$ cat src/design/ctw_pkg.sv
// Shared constants and types for the cycle timer and watchdog peripheral.
`default_nettype none

package ctw_pkg;

  // Default watchdog counter width
  localparam int WATCHDOG_BITS_DEF = 24;

  // Timer width and number of timers (index 0 = IRQ, 1 = NMI)
  localparam int TMR_BITS = 16;
  localparam int TMR_COUNT = 2;
  localparam int TMR_IRQ = 0;
  localparam int TMR_NMI = 1;

  // I/O page decode: timer block at 0x10-0x17, watchdog at 0x20-0x23
  localparam logic [4:0] TMR_PAGE = 5'h02;   // reg_offset[7:3]
  localparam logic [5:0] WD_PAGE  = 6'h08;   // reg_offset[7:2]

  // Watchdog register select codes (reg_offset[1:0])
  localparam logic [1:0] WD_SEL_STOP  = 2'd0;
  localparam logic [1:0] WD_SEL_BYTE0 = 2'd1;
  localparam logic [1:0] WD_SEL_BYTE1 = 2'd2;
  localparam logic [1:0] WD_SEL_BYTE2 = 2'd3;

  // Status byte values
  localparam logic [7:0] STATUS_SET   = 8'h80;
  localparam logic [7:0] STATUS_CLEAR = 8'h00;

  // Stream payload widths (whole bytes)
  localparam int IN_DATA_BITS  = 24;
  localparam int OUT_DATA_BITS = 16;

  // One bus cycle, unpacked from the input stream
  typedef struct packed {
    logic       cpu_reset_active;
    logic [7:0] write_data;
    logic [7:0] reg_offset;
    logic       is_read;
    logic       io_select;
  } bus_cycle_t;

  // One result, as packed into the output stream
  typedef struct packed {
    logic       watchdog_trap;
    logic       nmi_line_low;
    logic       irq_line_low;
    logic       read_driven;
    logic [7:0] read_data;
  } bus_result_t;

endpackage

`default_nettype wire

$ cat src/design/cycle_timer_watchdog_peripheral_top.sv
// Top level of the cycle timer and watchdog peripheral: two timers, watchdog, stream ports.
//
//  Channel | Dir | Bus            | Contents
//  --------+-----+----------------+---------------------------------------------
//  s_*     | in  | tvalid/tready  | one CPU bus cycle (also one timer tick)
//  m_*     | out | tvalid/tready  | read answer, line levels and watchdog trap
//
//  One transaction per clock while m_tready keeps up: every accepted bus cycle is
//  ticked, decoded and applied to the timer state in its accept cycle; the result is
//  captured in the output register and shows on m_* in the next cycle.
//  s_tready is high while the output register is empty or being drained, so a
//  stalled m_tready only holds the input once one result is waiting.
//  rst clears all timer, watchdog and handshake state.
`default_nettype none

module cycle_timer_watchdog_peripheral_top
  import ctw_pkg::*;
#(
  parameter int WATCHDOG_BITS = WATCHDOG_BITS_DEF
) (
  input  wire logic                     clk,
  input  wire logic                     rst,
  // bits from 0: io_select, is_read, reg_offset[7:0], write_data[7:0],
  // cpu_reset_active, zero fill
  input  wire logic [IN_DATA_BITS-1:0]  s_tdata,
  input  wire logic                     s_tvalid,
  output logic                          s_tready,
  // bits from 0: read_data[7:0], read_driven, irq_line_low, nmi_line_low,
  // watchdog_trap, zero fill
  output logic [OUT_DATA_BITS-1:0]      m_tdata,
  output logic                          m_tvalid,
  input  wire logic                     m_tready
);

  bus_cycle_t  cyc;
  bus_result_t res;
  logic        s_fire;

  // Result fields, each from its own block
  logic [7:0]  rd_data;
  logic        rd_driven;
  logic        wd_trap;

  // Timer state (index TMR_IRQ / TMR_NMI)
  logic [TMR_BITS-1:0] tmr_reload         [TMR_COUNT];
  logic [TMR_BITS-1:0] tmr_remaining      [TMR_COUNT];
  logic [TMR_COUNT-1:0] tmr_armed;
  logic [TMR_COUNT-1:0] tmr_flag;
  logic [TMR_COUNT-1:0] tmr_line;
  logic [TMR_BITS-1:0] tmr_reload_next    [TMR_COUNT];
  logic [TMR_BITS-1:0] tmr_remaining_next [TMR_COUNT];
  logic [TMR_COUNT-1:0] tmr_armed_next;
  logic [TMR_COUNT-1:0] tmr_flag_next;
  logic [TMR_COUNT-1:0] tmr_line_next;

  // Watchdog state
  logic [WATCHDOG_BITS-1:0] wd_total;
  logic [WATCHDOG_BITS-1:0] wd_remaining;
  logic                     wd_armed;
  logic [WATCHDOG_BITS-1:0] wd_total_next;
  logic [WATCHDOG_BITS-1:0] wd_remaining_next;
  logic                     wd_armed_next;

  // Decode
  logic tmr_hit;
  logic wd_hit;
  logic bus_read;
  logic bus_write;

  assign cyc       = bus_cycle_t'(s_tdata[$bits(bus_cycle_t)-1:0]);
  assign s_tready  = !m_tvalid || m_tready;
  assign s_fire    = s_tvalid && s_tready;
  assign tmr_hit   = (cyc.reg_offset[7:3] == TMR_PAGE);
  assign wd_hit    = (cyc.reg_offset[7:2] == WD_PAGE);
  assign bus_read  = cyc.io_select && !cyc.cpu_reset_active && cyc.is_read;
  assign bus_write = cyc.io_select && !cyc.cpu_reset_active && !cyc.is_read;

  // Timers: tick, then CPU reset, then bus access
  always_comb begin
    logic [TMR_BITS-1:0] rl;
    logic [TMR_BITS-1:0] rm;
    logic                ar;
    logic                fl;
    logic                ln;
    logic                sel;
    rd_data   = STATUS_CLEAR;
    rd_driven = 1'b0;
    for (int i = 0; i < TMR_COUNT; i++) begin
      rl  = tmr_reload[i];
      rm  = tmr_remaining[i];
      ar  = tmr_armed[i];
      fl  = tmr_flag[i];
      ln  = tmr_line[i];
      sel = tmr_hit && (cyc.reg_offset[2] == (i == TMR_NMI));
      // tick
      if (ar) begin
        if (rm <= TMR_BITS'(1)) begin
          ln = 1'b1;
          fl = 1'b1;
          if (rl != '0) begin
            rm = rl;
          end else begin
            ar = 1'b0;
          end
        end else begin
          rm = rm - TMR_BITS'(1);
        end
      end
      // CPU reset keeps line levels
      if (cyc.cpu_reset_active) begin
        rl = '0;
        rm = '0;
        ar = 1'b0;
        fl = 1'b0;
      end else if (bus_write && sel) begin
        if (cyc.reg_offset[0]) begin
          rl = rl | {cyc.write_data, 8'h00};
          rm = rl;
          ar = 1'b1;
          if (cyc.reg_offset[1]) begin
            rl = '0;
          end
        end else begin
          ar = 1'b0;
          rl = {8'h00, cyc.write_data};
        end
      end else if (bus_read && sel) begin
        rd_data   = fl ? STATUS_SET : STATUS_CLEAR;
        rd_driven = 1'b1;
        fl = 1'b0;
        ln = 1'b0;
      end
      tmr_reload_next[i]    = rl;
      tmr_remaining_next[i] = rm;
      tmr_armed_next[i]     = ar;
      tmr_flag_next[i]      = fl;
      tmr_line_next[i]      = ln;
    end
    // watchdog status read
    if (bus_read && wd_hit) begin
      rd_data   = (wd_total != '0) ? STATUS_SET : STATUS_CLEAR;
      rd_driven = 1'b1;
    end
  end

  // Watchdog: tick, then CPU reset, then bus write
  always_comb begin
    logic [31:0] tot_ext;
    wd_total_next     = wd_total;
    wd_remaining_next = wd_remaining;
    wd_armed_next     = wd_armed;
    wd_trap           = 1'b0;
    tot_ext           = 32'(wd_total);
    if (wd_armed) begin
      if (wd_remaining <= WATCHDOG_BITS'(1)) begin
        wd_trap       = 1'b1;
        wd_armed_next = 1'b0;
      end else begin
        wd_remaining_next = wd_remaining - WATCHDOG_BITS'(1);
      end
    end
    if (cyc.cpu_reset_active) begin
      wd_total_next     = '0;
      wd_remaining_next = '0;
      wd_armed_next     = 1'b0;
    end else if (bus_write && wd_hit) begin
      if (cyc.reg_offset[1:0] == WD_SEL_STOP) begin
        wd_armed_next = 1'b0;
        wd_total_next = '0;
      end else if (wd_armed_next) begin
        wd_remaining_next = wd_total;
      end else begin
        case (cyc.reg_offset[1:0])
          WD_SEL_BYTE0: tot_ext[7:0]   = cyc.write_data;
          WD_SEL_BYTE1: tot_ext[15:8]  = cyc.write_data;
          WD_SEL_BYTE2: tot_ext[23:16] = cyc.write_data;
          default:      tot_ext        = 32'(wd_total);
        endcase
        wd_total_next = tot_ext[WATCHDOG_BITS-1:0];
        if (cyc.reg_offset[1:0] == WD_SEL_BYTE2) begin
          wd_armed_next     = 1'b1;
          wd_remaining_next = tot_ext[WATCHDOG_BITS-1:0];
        end
      end
    end
  end

  // Result of this transaction, packed from the top field down
  assign res = bus_result_t'({wd_trap, tmr_line_next[TMR_NMI], tmr_line_next[TMR_IRQ],
                              rd_driven, rd_data});

  // State update on each accepted transaction
  always_ff @(posedge clk) begin
    if (rst) begin
      for (int i = 0; i < TMR_COUNT; i++) begin
        tmr_reload[i]    <= '0;
        tmr_remaining[i] <= '0;
      end
      tmr_armed    <= '0;
      tmr_flag     <= '0;
      tmr_line     <= '0;
      wd_total     <= '0;
      wd_remaining <= '0;
      wd_armed     <= 1'b0;
    end else if (s_fire) begin
      for (int i = 0; i < TMR_COUNT; i++) begin
        tmr_reload[i]    <= tmr_reload_next[i];
        tmr_remaining[i] <= tmr_remaining_next[i];
      end
      tmr_armed    <= tmr_armed_next;
      tmr_flag     <= tmr_flag_next;
      tmr_line     <= tmr_line_next;
      wd_total     <= wd_total_next;
      wd_remaining <= wd_remaining_next;
      wd_armed     <= wd_armed_next;
    end
  end

  // Output register
  always_ff @(posedge clk) begin
    if (rst) begin
      m_tvalid <= 1'b0;
    end else if (s_fire) begin
      m_tvalid <= 1'b1;
    end else if (m_tready) begin
      m_tvalid <= 1'b0;
    end
  end

  always_ff @(posedge clk) begin
    if (s_fire) begin
      m_tdata <= OUT_DATA_BITS'(res);
    end
  end

endmodule

`default_nettype wire

$ cat config.mk
export PLATFORM = sky130hd
export DESIGN_NAME = cycle_timer_watchdog_peripheral_top
export DESIGN_NICKNAME = d
export VERILOG_FILES = /design/src/design/ctw_pkg.sv /design/src/design/cycle_timer_watchdog_peripheral_top.sv
export SDC_FILE = /design/constraint.sdc
export NUM_CORES = 1
export LEC_CHECK = 0
export BUFFER_PORTS_ARGS = -buffer_cell sky130_fd_sc_hd__buf_2
export CAP_MARGIN = 20
export CORE_ASPECT_RATIO = 0.5
export CORE_MARGIN = 1
export CORE_UTILIZATION = 50
export DETAILED_ROUTE_END_ITERATION = 12
export PLACE_DENSITY_LB_ADDON = 0.08
export REMOVE_ABC_BUFFERS = 1
export SYNTH_ARGS = -nofsm -noshare
export SYNTH_HDL_FRONTEND = slang
export SYNTH_SLANG_ARGS = --single-unit
$ cat constraint.sdc
create_clock -name clk -period 3.9 [get_ports clk]
set_clock_uncertainty 0.1 [all_clocks]
set_input_delay 0 -clock clk [delete_from_list [all_inputs] [get_ports clk]]
set_output_delay 0 -clock clk [all_outputs]
set_load 0.005 [all_outputs]
After elaboration in Yosys (flattened, before gate mapping). Memory sizes are Yosys's and may differ from the RTL's. Index checks and enable logic that the tools add are counted.

Order comparisons: 3. $add $sub $neg: 3. Reduce and logical (&&, ||, !) cells: 23. Bitwise logic cells: 7. Eq/ne operators: 6. Mux-type cells: 100.

Operators with widths (count): $mux W16 (24); $mux W24 (11); $mux W8 (13); $mux W1 (52); $le A16 B1 Y1 const B (2); $or A16 B16 Y16 (2); $reduce_bool A16 Y1 (2); $sub A16 B1 Y16 const B (2); $le A24 B1 Y1 const B (1); $reduce_bool A24 Y1 (1); $sub A24 B1 Y24 const B (1); $logic_and A1 B1 Y1 (12); $eq A6 B4 Y1 const B (1); $eq A5 B2 Y1 const B (1); $eq A2 B2 Y1 const B (2); $or A1 B1 Y1 (4); $reduce_bool A2 Y1 (2); $logic_not A1 Y1 (3); $ne A3 B3 Y1 const B (1); $reduce_and A3 Y1 (1); $eq A2 B1 Y1 const B (1); $logic_not A2 Y1 (1); $logic_or A1 B1 Y1 (1); $not A1 Y1 (1).

RAM bits: 64. Memories: 2. Register bits: 68. Input port bits: 28. Output and inout bits: 18.

Memories: tmr_reload (depth 2, bits a word 16, read ports 2, clocked after Yosys merged registers in 0, write ports 2, line cycle_timer_watchdog_peripheral_top.sv:45) `logic [TMR_BITS-1:0] tmr_reload [TMR_COUNT];`; tmr_remaining (depth 2, bits a word 16, read ports 2, clocked after Yosys merged registers in 0, write ports 2, line cycle_timer_watchdog_peripheral_top.sv:46) `logic [TMR_BITS-1:0] tmr_remaining [TMR_COUNT];`.

Depth between registers and ports, before layout. Gate-level depths: netlist of run 1. An unclocked memory read counts as a cell.

Depth after elaboration: 12. Gate-level depth with buffers: 10.

Least setup slack after synthesis of run 1. No wires, ideal clock.

Path kind: register to register. From: register wd_remaining[11]. To: register wd_remaining[22]. Data required time: 3.680 ns. Setup slack: 1.141 ns. Stages on the path, launching flop included: 9. Arrival: 2.539 ns. Library setup time: 0.120 ns. Cells stage by stage: dfxtp_1 > or4_1 > or4_1 > buf_2 > o31ai_4 > buf_6 > mux2i_1 > a211oi_1 > a211o_1.

Longest elaborated chain between the ends: 8. Elaborated cells between the ends (all ways): 11.

Ends and longest elaborated chain: from (decl) (line cycle_timer_watchdog_peripheral_top.sv:58) `logic [WATCHDOG_BITS-1:0] wd_remaining;`; from (signal assigned) (line cycle_timer_watchdog_peripheral_top.sv:214) `wd_remaining <= wd_remaining_next;`; $sub A24 B1 Y24 / $le A24 B1 Y1 (equally long branches) (line cycle_timer_watchdog_peripheral_top.sv:159, cycle_timer_watchdog_peripheral_top.sv:155); $mux W24 (line cycle_timer_watchdog_peripheral_top.sv:155) `if (wd_remaining <= WATCHDOG_BITS'(1)) begin`; $mux W24 (line cycle_timer_watchdog_peripheral_top.sv:154) `if (wd_armed) begin`; $mux W24 (line cycle_timer_watchdog_peripheral_top.sv:180) `if (cyc.reg_offset[1:0] == WD_SEL_BYTE2) begin`; $mux W24 (line cycle_timer_watchdog_peripheral_top.sv:170) `end else if (wd_armed_next) begin`; $mux W24 (line cycle_timer_watchdog_peripheral_top.sv:167) `if (cyc.reg_offset[1:0] == WD_SEL_STOP) begin`; $mux W24 * (line cycle_timer_watchdog_peripheral_top.sv:166) `end else if (bus_write && wd_hit) begin`; $mux W24 * (line cycle_timer_watchdog_peripheral_top.sv:162) `if (cyc.cpu_reset_active) begin`.

Mark *: on every way between the ends. The rest lies on a longest branch, timed or not. A chain may end at the register's enable or synchronous reset.

Final worst setup path of run 1.
From: register wd_remaining[11]. To: register wd_remaining[15].

The elaborated chain is that of the path after synthesis.

==> flow_summary.json, run 1 <==
{
  "status": "complete, no violations",
  "finalSetupViolations": 0,
  "synth_area_per_cell_um2": 8.867,
  "hold_viol_final": 0,
  "slowest_stage": "or4_1",
  "cts_buffer_depth": 2,
  "yosysTopAreaCell": "edfxtp_1",
  "switching_share_pct": 25.64,
  "crit_required_ns": 4.15,
  "synth_cell_types": 76,
  "path_class": "reg -> reg",
  "die_h_um": 88.41,
  "synth_top_area_share_pct": 27.75,
  "path_cells": "or4_1 -> or4_1 -> o31ai_4 -> buf_4 -> o21ai_1 -> o31ai_1 -> o2bb2ai_1",
  "finalSetupTns_ns": 0,
  "max_stage_delay_ns": 0.64,
  "final_antenna_net_count": 0,
  "grt_start_max_net_pins": 38,
  "dieArea_um2": 15450,
  "synth-adder-area-share_pct": 1.006,
  "final_cell_count_no_fill": 1091,
  "async_flop_share_pct": 0,
  "nets": 914,
  "port_buffers": 29,
  "cap_viol_max_count": 0,
  "yosysMostFrequentCell": "nor2_1",
  "synthTopCellsByArea": "edfxtp_1 28%, dfxtp_1 15%, nor2_1 4.4%",
  "drive_above_1_share_pct": 11.98,
  "fin_crit_sh_pct": 83.54,
  "synth_top_family_by_area": "compound AO/OA/AOI/OAI gates",
  "power_density_nw_per_um2": 396.0,
  "vias_per_cell": 6.535,
  "wl_per_cell_um": 20.46,
  "start_util_pct": 51.47,
  "power_frac_clock_pct": 47.8,
  "via_count": 7130,
  "die_w_um": 174.8,
  "netlist_top_cells_count": "87 x nor2_1, 69 x edfxtp_1, 56 x dfxtp_1, 55 x nand2_1, 55 x o21ai_0",
  "core_area_um2": 14510,
  "place.gp.congestion": 0.8996,
  "cts_max_level": 4,
  "finalMaxSlewViolations": 0,
  "grt_pass1_vias": 6317,
  "p_int_mw": 2.513,
  "power_frac_seq_pct": 44.1,
  "grt_use_total_pct": 29.33,
  "drc_errors": 0,
  "grt_use_met2_pct": 45.02,
  "grt_use_met1_pct": 41.62,
  "max_freq_mhz": 306.9,
  "path_clk_slew_ns": 0.06,
  "p_leak_nw": 3.215,
  "num_rows": 31,
  "syn_area_um2": 7466,
  "synth.ff_latch_count": 125,
  "post_cts.repair.setup_buffers": 0,
  "route.final.wire_length_um": 22330,
  "fin_total_pwr_mw": 3.379,
  "overflow": 0,
  "synth_compound_area_share_pct": 25.07,
  "period_needed_ns": 3.258,
  "cts_sinks": 125,
  "synth.area.mux_share_pct": 3.184,
  "p_switching_mw": 0.8663,
  "cts_buffers": 17,
  "antenna_found_initial": 0,
  "area_delta_synth_final_pct": 14.30,
  "synth_xor_area_share_pct": 0,
  "dr.pass1.iters": 5,
  "rsz0062_at_grt": "no",
  "synthCells": 842,
  "crit_fanout": 12,
  "relSlewSlack_pct": 41.35,
  "yosys_most_used_dff": "edfxtp_1",
  "hold_class": "in -> reg",
  "gr-usage-met3_pct": 6.615,
  "synth_warnings": 0,
  "combPwrFrac_pct": 8.2,
  "grt_pass1_wl_um": 34760,
  "grt_busiest_layer": "met2",
  "first_iter_violations": 738,
  "dp.cells": 1041,
  "max-vdd-ir-drop_mv": 0.2985,
  "dp_hpwl_um": 14980,
  "worstMarginPinSlew_ns": 0.8706,
  "end_kind": "flop",
  "io_pins": 46,
  "yosysSeqAreaShare_pct": 42.77,
  "antenna_cells": 0,
  "synth_edf_count": 69,
  "start_kind": "flop",
  "crit_top_cell": "or4_1",
  "worstSkewPairLatency_ns": 0.43,
  "nFillCells": 1284,
  "yosys.area_share.simple_pct": 23.11,
  "cts_tree": "yes",
  "clock-root-buffer": "clkbuf_16",
  "crit_arrival_ns": 3.51
}
## per-stage QoR
step	setup WS, ns	area, µm²	hold slack, ns	utilization, %
floorplan	0.3275	7223	-0.03093	-
global placement	0.7265	7762	0.1827	53.51
detailed placement	0.6953	7762	0.1904	53.51
CTS	0.6679	8533	0.0003956	58.82
global route	0.4770	8533	0.07046	58.82
finish	0.6421	8533	0.02146	58.82
## power groups by stage
| stage | Sequential [mW] | Combinational (mW) | Clock [mW] |
|---|---|---|---|
| floorplan | 1.50 | 0.157 | 0 |
| global placement | 1.51 | 0.254 | 0 |
| detailed placement | 1.51 | 0.257 | 0 |
| CTS | 1.49 | 0.271 | 1.63 |
| global route | 1.49 | 0.301 | 1.69 |
| finish | 1.49 | 0.276 | 1.61 |
## logic make-up (layout without fill, tap and decap cells)
| logic type | Yosys count | after routing |
|---|---|---|
| simple gates | 337 | 337 |
| compound gates | 272 | 272 |
| flops | 125 | 125 |
| buf+inv | 78 | 119 |
| mux | 23 | 23 |
| fa+ha+maj | 6 | 6 |
| other cells | 1 | 11 |
## flip-flops by register name, summed over array words and instances (netlist names)
name,flops
tmr_reload,32
tmr_line,2
wd_remaining,24
m_tdata,5
tmr_remaining,32
tmr_flag,2
tmr_armed,2
m_tvalid,1
wd_total,24
wd_armed,1
## worst max-delay path, delay by kind of cell (launching register included)
family	cells	cell delay [ns]
DFF	1	0.36
buffers and inverters	1	0.30
AOI/OAI and AO/OA	4	1.15
and+or+nand+nor	2	1.27
## placed cells by master, fill, tap and decap left out, types with 8 or more instances in the layout
master,synthesis,layout
nor2_1,87,87
edfxtp_1,69,69
dfxtp_1,56,56
nand2_1,55,55
o21ai_0,55,55
a21oi_1,49,48
nor3_1,33,33
nor4_1,32,32
nand3_1,32,32
buf_2,5,29
a22o_1,27,27
inv_1,19,19
buf_4,12,19
clkbuf_16,0,18
dlygate4sd3_1,0,18
mux2i_1,17,17
o22ai_1,16,16
and3_1,15,15
o211ai_1,13,13
and2_1,13,13
or4_1,12,12
or2_2,11,11
or3_1,11,11
o21ai_1,11,11
conb_1,1,11
nand4_1,10,10
a211oi_1,9,9
o31ai_1,9,9
a21o_1,9,9
nand2b_1,8,8
## path summary, 6_finish.rpt
| path | start | to | slack [ns] | cells past startpoint |
|---|---|---|---|---|
| hold / removal | s_tdata[8] | tmr_flag[1] | 0.02 | 4 |
| setup reg to reg | wd_remaining[11] | wd_remaining[15] | 0.64 | 7 |
| hold reg to reg | wd_remaining[23] | wd_remaining[23] | 0.37 | 2 |
| setup / recovery | wd_remaining[11] | wd_remaining[15] | 0.64 | 7 |
## routing by layer
layer | vias to the layer above | wire [µm]
li1 | 3331 | -
met1 | 3446 | 10430
met2 | 317 | 9906
met3 | 36 | 1653
met4 | 0 | 332
met5 | - | 0
## final cells by class
| cell class | count | area [µm²] | share of cell area, % |
|---|---|---|---|
| Timing Repair Buffer | 66 | 467.9 | 5.484 |
| Clock inverter | 13 | 136.4 | 1.598 |
| Tap cell | 198 | 247.7 | 2.903 |
| Multi-Input combinational cell | 649 | 3955 | 46.35 |
| Inverter | 21 | 78.83 | 0.9238 |
| Clock buffer | 19 | 454.2 | 5.323 |
| Sequential cell | 125 | 3193 | 37.42 |
## repair_timing
item / in CTS / in global routing
gates resized for setup: 0 / 0
hold endpoints to repair: 49 / 0
hold buffers: 18 / 0
(Power assumes the default switching activity.)
==> inputs of run 2 (changes only) <==
Clock period 3.9 ns to 2.8 ns, I/O delays scaled along.
==> run 2 against run 1 <==
Compared with the run above: worst setup slack worse by 0.62 ns; highest routed layer unchanged; cell count is 4.1% higher; flip-flop and latch count stayed put.
==> flow_summary.json, run 2 (synthesis results as in run 1) <==
{
  "worst_slack_ns": 0.01827,
  "route.final.wire_length_um": 23260,
  "start_util_pct": 51.47,
  "cts_buffer_depth": 2,
  "hold_viol_final": 0,
  "clock-root-buffer": "clkbuf_16",
  "dieArea_um2": 15450,
  "drive_above_1_share_pct": 18.12,
  "worstReg2RegEnd": "wd_total[2]",
  "max_freq_mhz": 359.5,
  "vias_per_cell": 6.494,
  "crit_required_ns": 3.01,
  "place.gp.congestion": 0.9167,
  "nets": 959,
  "top_regs": "tmr_reload x32, tmr_remaining x32",
  "crit_arrival_ns": 2.99,
  "final_cell_mix": "87 x nor2_1, 69 x edfxtp_1, 63 x buf_4",
  "grt_pass1_wl_um": 35760,
  "crit_fanout": 8,
  "io_pins": 46,
  "reg2reg_from": "wd_remaining[12]",
  "hold_class": "in -> reg",
  "fin_crit_sh_pct": 99.35,
  "overflow": 0,
  "max-vdd-ir-drop_mv": 0.3317,
  "worstMarginPinSlew_ns": 0.9468,
  "place_ws_ns": 0.005285,
  "first_iter_violations": 759,
  "hold_end": "m_tdata[8]",
  "core_area_um2": 14510,
  "port_buffers": 29,
  "grt_pass1_vias": 6621,
  "num_rows": 31,
  "finalMaxSlewViolations": 0,
  "path_class": "reg -> reg",
  "die_h_um": 88.41,
  "p_leak_nw": 3.438,
  "cts_max_level": 4,
  "reg2reg_slack_ns": 0.02,
  "final_antenna_net_count": 0,
  "register_area_um2": 3194,
  "die_w_um": 174.8,
  "area_delta_synth_final_pct": 20.23,
  "r2r_cells": 7,
  "multi_input_area_um2": 4053,
  "relSlewSlack_pct": 36.21,
  "dp_hpwl_um": 15940,
  "via_count": 7377,
  "drc_errors": 0,
  "mostFrequentLayoutCell": "nor2_1",
  "final_cell_count_no_fill": 1136,
  "finalSetupViolations": 0,
  "grt_start_max_net_pins": 31,
  "cts_sinks": 125,
  "path_clk_slew_ns": 0.05,
  "cts_tree": "yes",
  "cap_viol_max_count": 0,
  "holdCritStartpoint": "s_tdata[9]",
  "fin_total_pwr_mw": 4.710,
  "rsz0062_at_grt": "yes",
  "end_kind": "flop",
  "start_kind": "flop",
  "cts_buffers": 17,
  "worstSkewPairLatency_ns": 0.42,
  "wl_per_cell_um": 20.47,
  "grt_use_total_pct": 30.13,
  "status": "complete, no violations",
  "period_needed_ns": 2.782,
  "antenna_cells": 0,
  "nFillCells": 1255,
  "whs_ns": 0.02115,
  "dp.cells": 1084,
  "hold_depth": 4,
  "dr.pass1.iters": 6,
  "antenna_found_initial": 0,
  "power_density_nw_per_um2": 524.7
}
-- run 2: changes by cell type in the layout (fill, tap and decap cells not counted), moves of 3 or more --
cell,change
buf_4,+44
dlygate4sd3_1,-4
mux2i_1,-4
a21oi_1,-3
-- run 2: how the worst max path moves through the flow --
stage	startpoint	endpoint	slack (ns)	cells after the start
floorplan	wd_remaining[11]	wd_remaining[22]	-0.77	6
global placement	wd_remaining[16]	wd_total[16]	0.04	7
detailed placement	wd_remaining[12]	wd_total[21]	0.005	7
CTS	wd_remaining[12]	wd_total[23]	0.02	7
global route	wd_remaining[11]	wd_total[2]	-0.03	7
finish	wd_remaining[12]	wd_total[2]	0.02	7
-- run 2: through the flow --
step	utilization, %	instance area (µm²)	TNS, ns
after floorplan	-	7223	-30.62
after global placement	55.82	8098	0
after detailed placement	55.82	8098	0
after CTS	60.82	8823	0
after global routing	61.88	8976	-0.3273
final	61.88	8976	0
-- run 2: per-layer routing --
layer	GRT usage [%]	share of wire (%)	routed length, µm
met4	11.46	1.6	380
met1	42.05	45	10360
met3	5.928	9.2	2140
met5	0	0	0
met2	46.65	45	10370
-- run 2: worst max-delay path, cell delays in order (launching register included) --
cell,delay [ns]
dfxtp_2,0.34
or4_4,0.52
or4_4,0.56
o31a_1,0.41
buf_4,0.20
a21boi_4,0.17
o21ai_4,0.11
a22o_1,0.26
-- run 2: power breakdown --
group | total, mW | switching, mW | leakage, nW | internal [mW]
clock | 2.23 | 0.841 | 0.276 | 1.39
combinational | 0.411 | 0.264 | 1.97 | 0.147
sequential | 2.07 | 0.0662 | 1.19 | 2.01
-- run 2: cell type report --
cell class	count	share of cell area [%]
Multi-Input combinational cell	649	45.15
Sequential cell	125	35.59
Timing Repair Buffer	111	9.144
Clock buffer	19	4.823
Tap cell	198	2.760
Clock inverter	13	1.659
Inverter	21	0.8782
-- run 2: repair_timing --
item,CTS,global route
resized for setup,1,27
pin swaps,0,12
setup endpoints to repair,16,31
setup buffers,0,4
gates cloned,0,2
endpoints found under the hold margin,40,0
hold buffers,14,0
==> inputs of run 3 (changes only) <==
Settings changed: BUFFER_PORTS_ARGS -buffer_cell sky130_fd_sc_hd__buf_2 to default, DONT_BUFFER_PORTS from default to 1.
Clock period 2.8 ns to 2.74 ns, I/O delays scaled along.
==> run 3 against run 2 <==
Compared with the run above: the flow now finishes with violations (negative hold slack); utilization about the same; clock power down 4%; count of clock-buffer cells in the layout up 5; worst setup slack better by 0.027 ns; non-clock buffer count down 8; fmax up 3.2%; wire length up 4.6%; cell count down 0.70%.
==> flow_summary.json, run 3 (synthesis results as in run 1) <==
{
  "status": "complete, but fails checks",
  "violations": "negative hold slack",
  "dp.cells": 1065,
  "nets": 951,
  "relSlewSlack_pct": 46.66,
  "wl_per_cell_um": 21.56,
  "final_cell_count_no_fill": 1128,
  "drive_above_1_share_pct": 15.48,
  "place_ws_ns": -0.04856,
  "period_needed_ns": 2.694,
  "hold_class": "in -> reg",
  "whs_ns": -0.003816,
  "place.gp.congestion": 0.9163,
  "worstMarginPinSlew_ns": 0.8001,
  "die_w_um": 174.8,
  "worstSkewPairLatency_ns": 0.42,
  "core_area_um2": 14510,
  "dr.pass1.iters": 5,
  "path_cells": "or4_4 -> or4_4 -> o31a_1 -> buf_6 -> a211oi_4 -> o21ai_4 -> a22o_1",
  "cts_max_level": 4,
  "crit_arrival_ns": 2.90,
  "io_pins": 46,
  "fin_crit_sh_pct": 98.34,
  "max_freq_mhz": 371.1,
  "dp_hpwl_um": 16330,
  "final_antenna_net_count": 0,
  "finalMaxSlewViolations": 0,
  "top_regs": "tmr_reload x32, tmr_remaining x32",
  "final_cell_mix": "87 x nor2_1, 72 x buf_4, 69 x edfxtp_1",
  "route.final.wire_length_um": 24320,
  "fin_total_pwr_mw": 4.681,
  "first_iter_violations": 779,
  "cts_buffer_depth": 2,
  "nFillCells": 1281,
  "cts_sinks": 125,
  "num_rows": 31,
  "start_util_pct": 51.47,
  "crit_top_cell": "or4_4",
  "crit_fanout": 8,
  "via_count": 7418,
  "die_h_um": 88.41,
  "finalInstanceArea_um2": 8981,
  "antenna_cells": 0,
  "grt_use_total_pct": 31.31,
  "p_leak_nw": 3.415,
  "max_stage_delay_ns": 0.56,
  "path_class": "reg -> reg",
  "register_area_um2": 3194,
  "overflow": 0,
  "slowest_stage": "or4_4",
  "clock-root-buffer": "clkbuf_16",
  "placed_area_um2": 8040,
  "finalSetupViolations": 0,
  "cap_viol_max_count": 0,
  "drc_errors": 0,
  "multi_input_area_um2": 4038,
  "grt_pass1_vias": 6554,
  "grt_pass1_wl_um": 36960,
  "hold_viol_final": 1,
  "power_density_nw_per_um2": 521.2,
  "start_kind": "flop",
  "grt_start_max_net_pins": 32,
  "path_clk_slew_ns": 0.06,
  "cts_tree": "yes",
  "antenna_found_initial": 1,
  "end_kind": "flop",
  "vias_per_cell": 6.576,
  "final_util_pct": 61.91,
  "max-vdd-ir-drop_mv": 0.2969,
  "finalSetupTns_ns": 0,
  "dieArea_um2": 15450,
  "port_buffers": 0,
  "area_delta_synth_final_pct": 20.29,
  "crit_required_ns": 2.95,
  "mostFrequentLayoutCell": "nor2_1",
  "worst_slack_ns": 0.04561,
  "cts_buffers": 17
}
[run 3: final cells by class]
type / count / share of cell area (%)
Multi-Input combinational cell: 649 / 44.96
Sequential cell: 125 / 35.57
Timing Repair Buffer: 103 / 9.724
Clock buffer: 24 / 5.378
Tap cell: 198 / 2.758
Inverter: 21 / 0.8777
Clock inverter: 8 / 0.7384
[run 3: worst max-delay path, delay by kind of cell (launching register included)]
| kind | cells | cell delay [ns] |
|---|---|---|
| and+or+nand+nor | 2 | 1.09 |
| AOI/OAI and AO/OA | 4 | 0.93 |
| DFF | 1 | 0.31 |
| buffers and inverters | 1 | 0.15 |
[run 3: timing repair]
item	in CTS	in global routing
cloned	0	1
setup endpoints to repair	36	29
setup buffers	0	3
hold buffers	24	3
gates resized for setup	5	13
pin swaps	0	3
hold endpoints to repair	128	9
[run 3: report_power, final]
part	internal, mW	switching (mW)
Sequential	2.05	0.0646
Clock	1.32	0.829
Combinational	0.152	0.268
[run 3: path summary, 6_finish.rpt]
path,slack [ns],cells past startpoint,endpoint,from
hold reg to reg,0.38,2,wd_remaining[23],wd_remaining[23]
setup / recovery,0.05,7,wd_total[13],wd_remaining[16]
setup reg to reg,0.05,7,wd_total[13],wd_remaining[16]
hold / removal,-0.004,3,wd_total[12],rst
[run 3: layer usage]
layer | GRT usage (%) | share of wire, % | vias up | wire length, µm
li1 | - | - | 3413 | -
met1 | 45.02 | 46 | 3572 | 11190
met2 | 47.44 | 44 | 384 | 10630
met3 | 5.155 | 8.0 | 49 | 1940
met4 | 12.33 | 2.3 | 0 | 550
met5 | 0 | 0 | - | 0
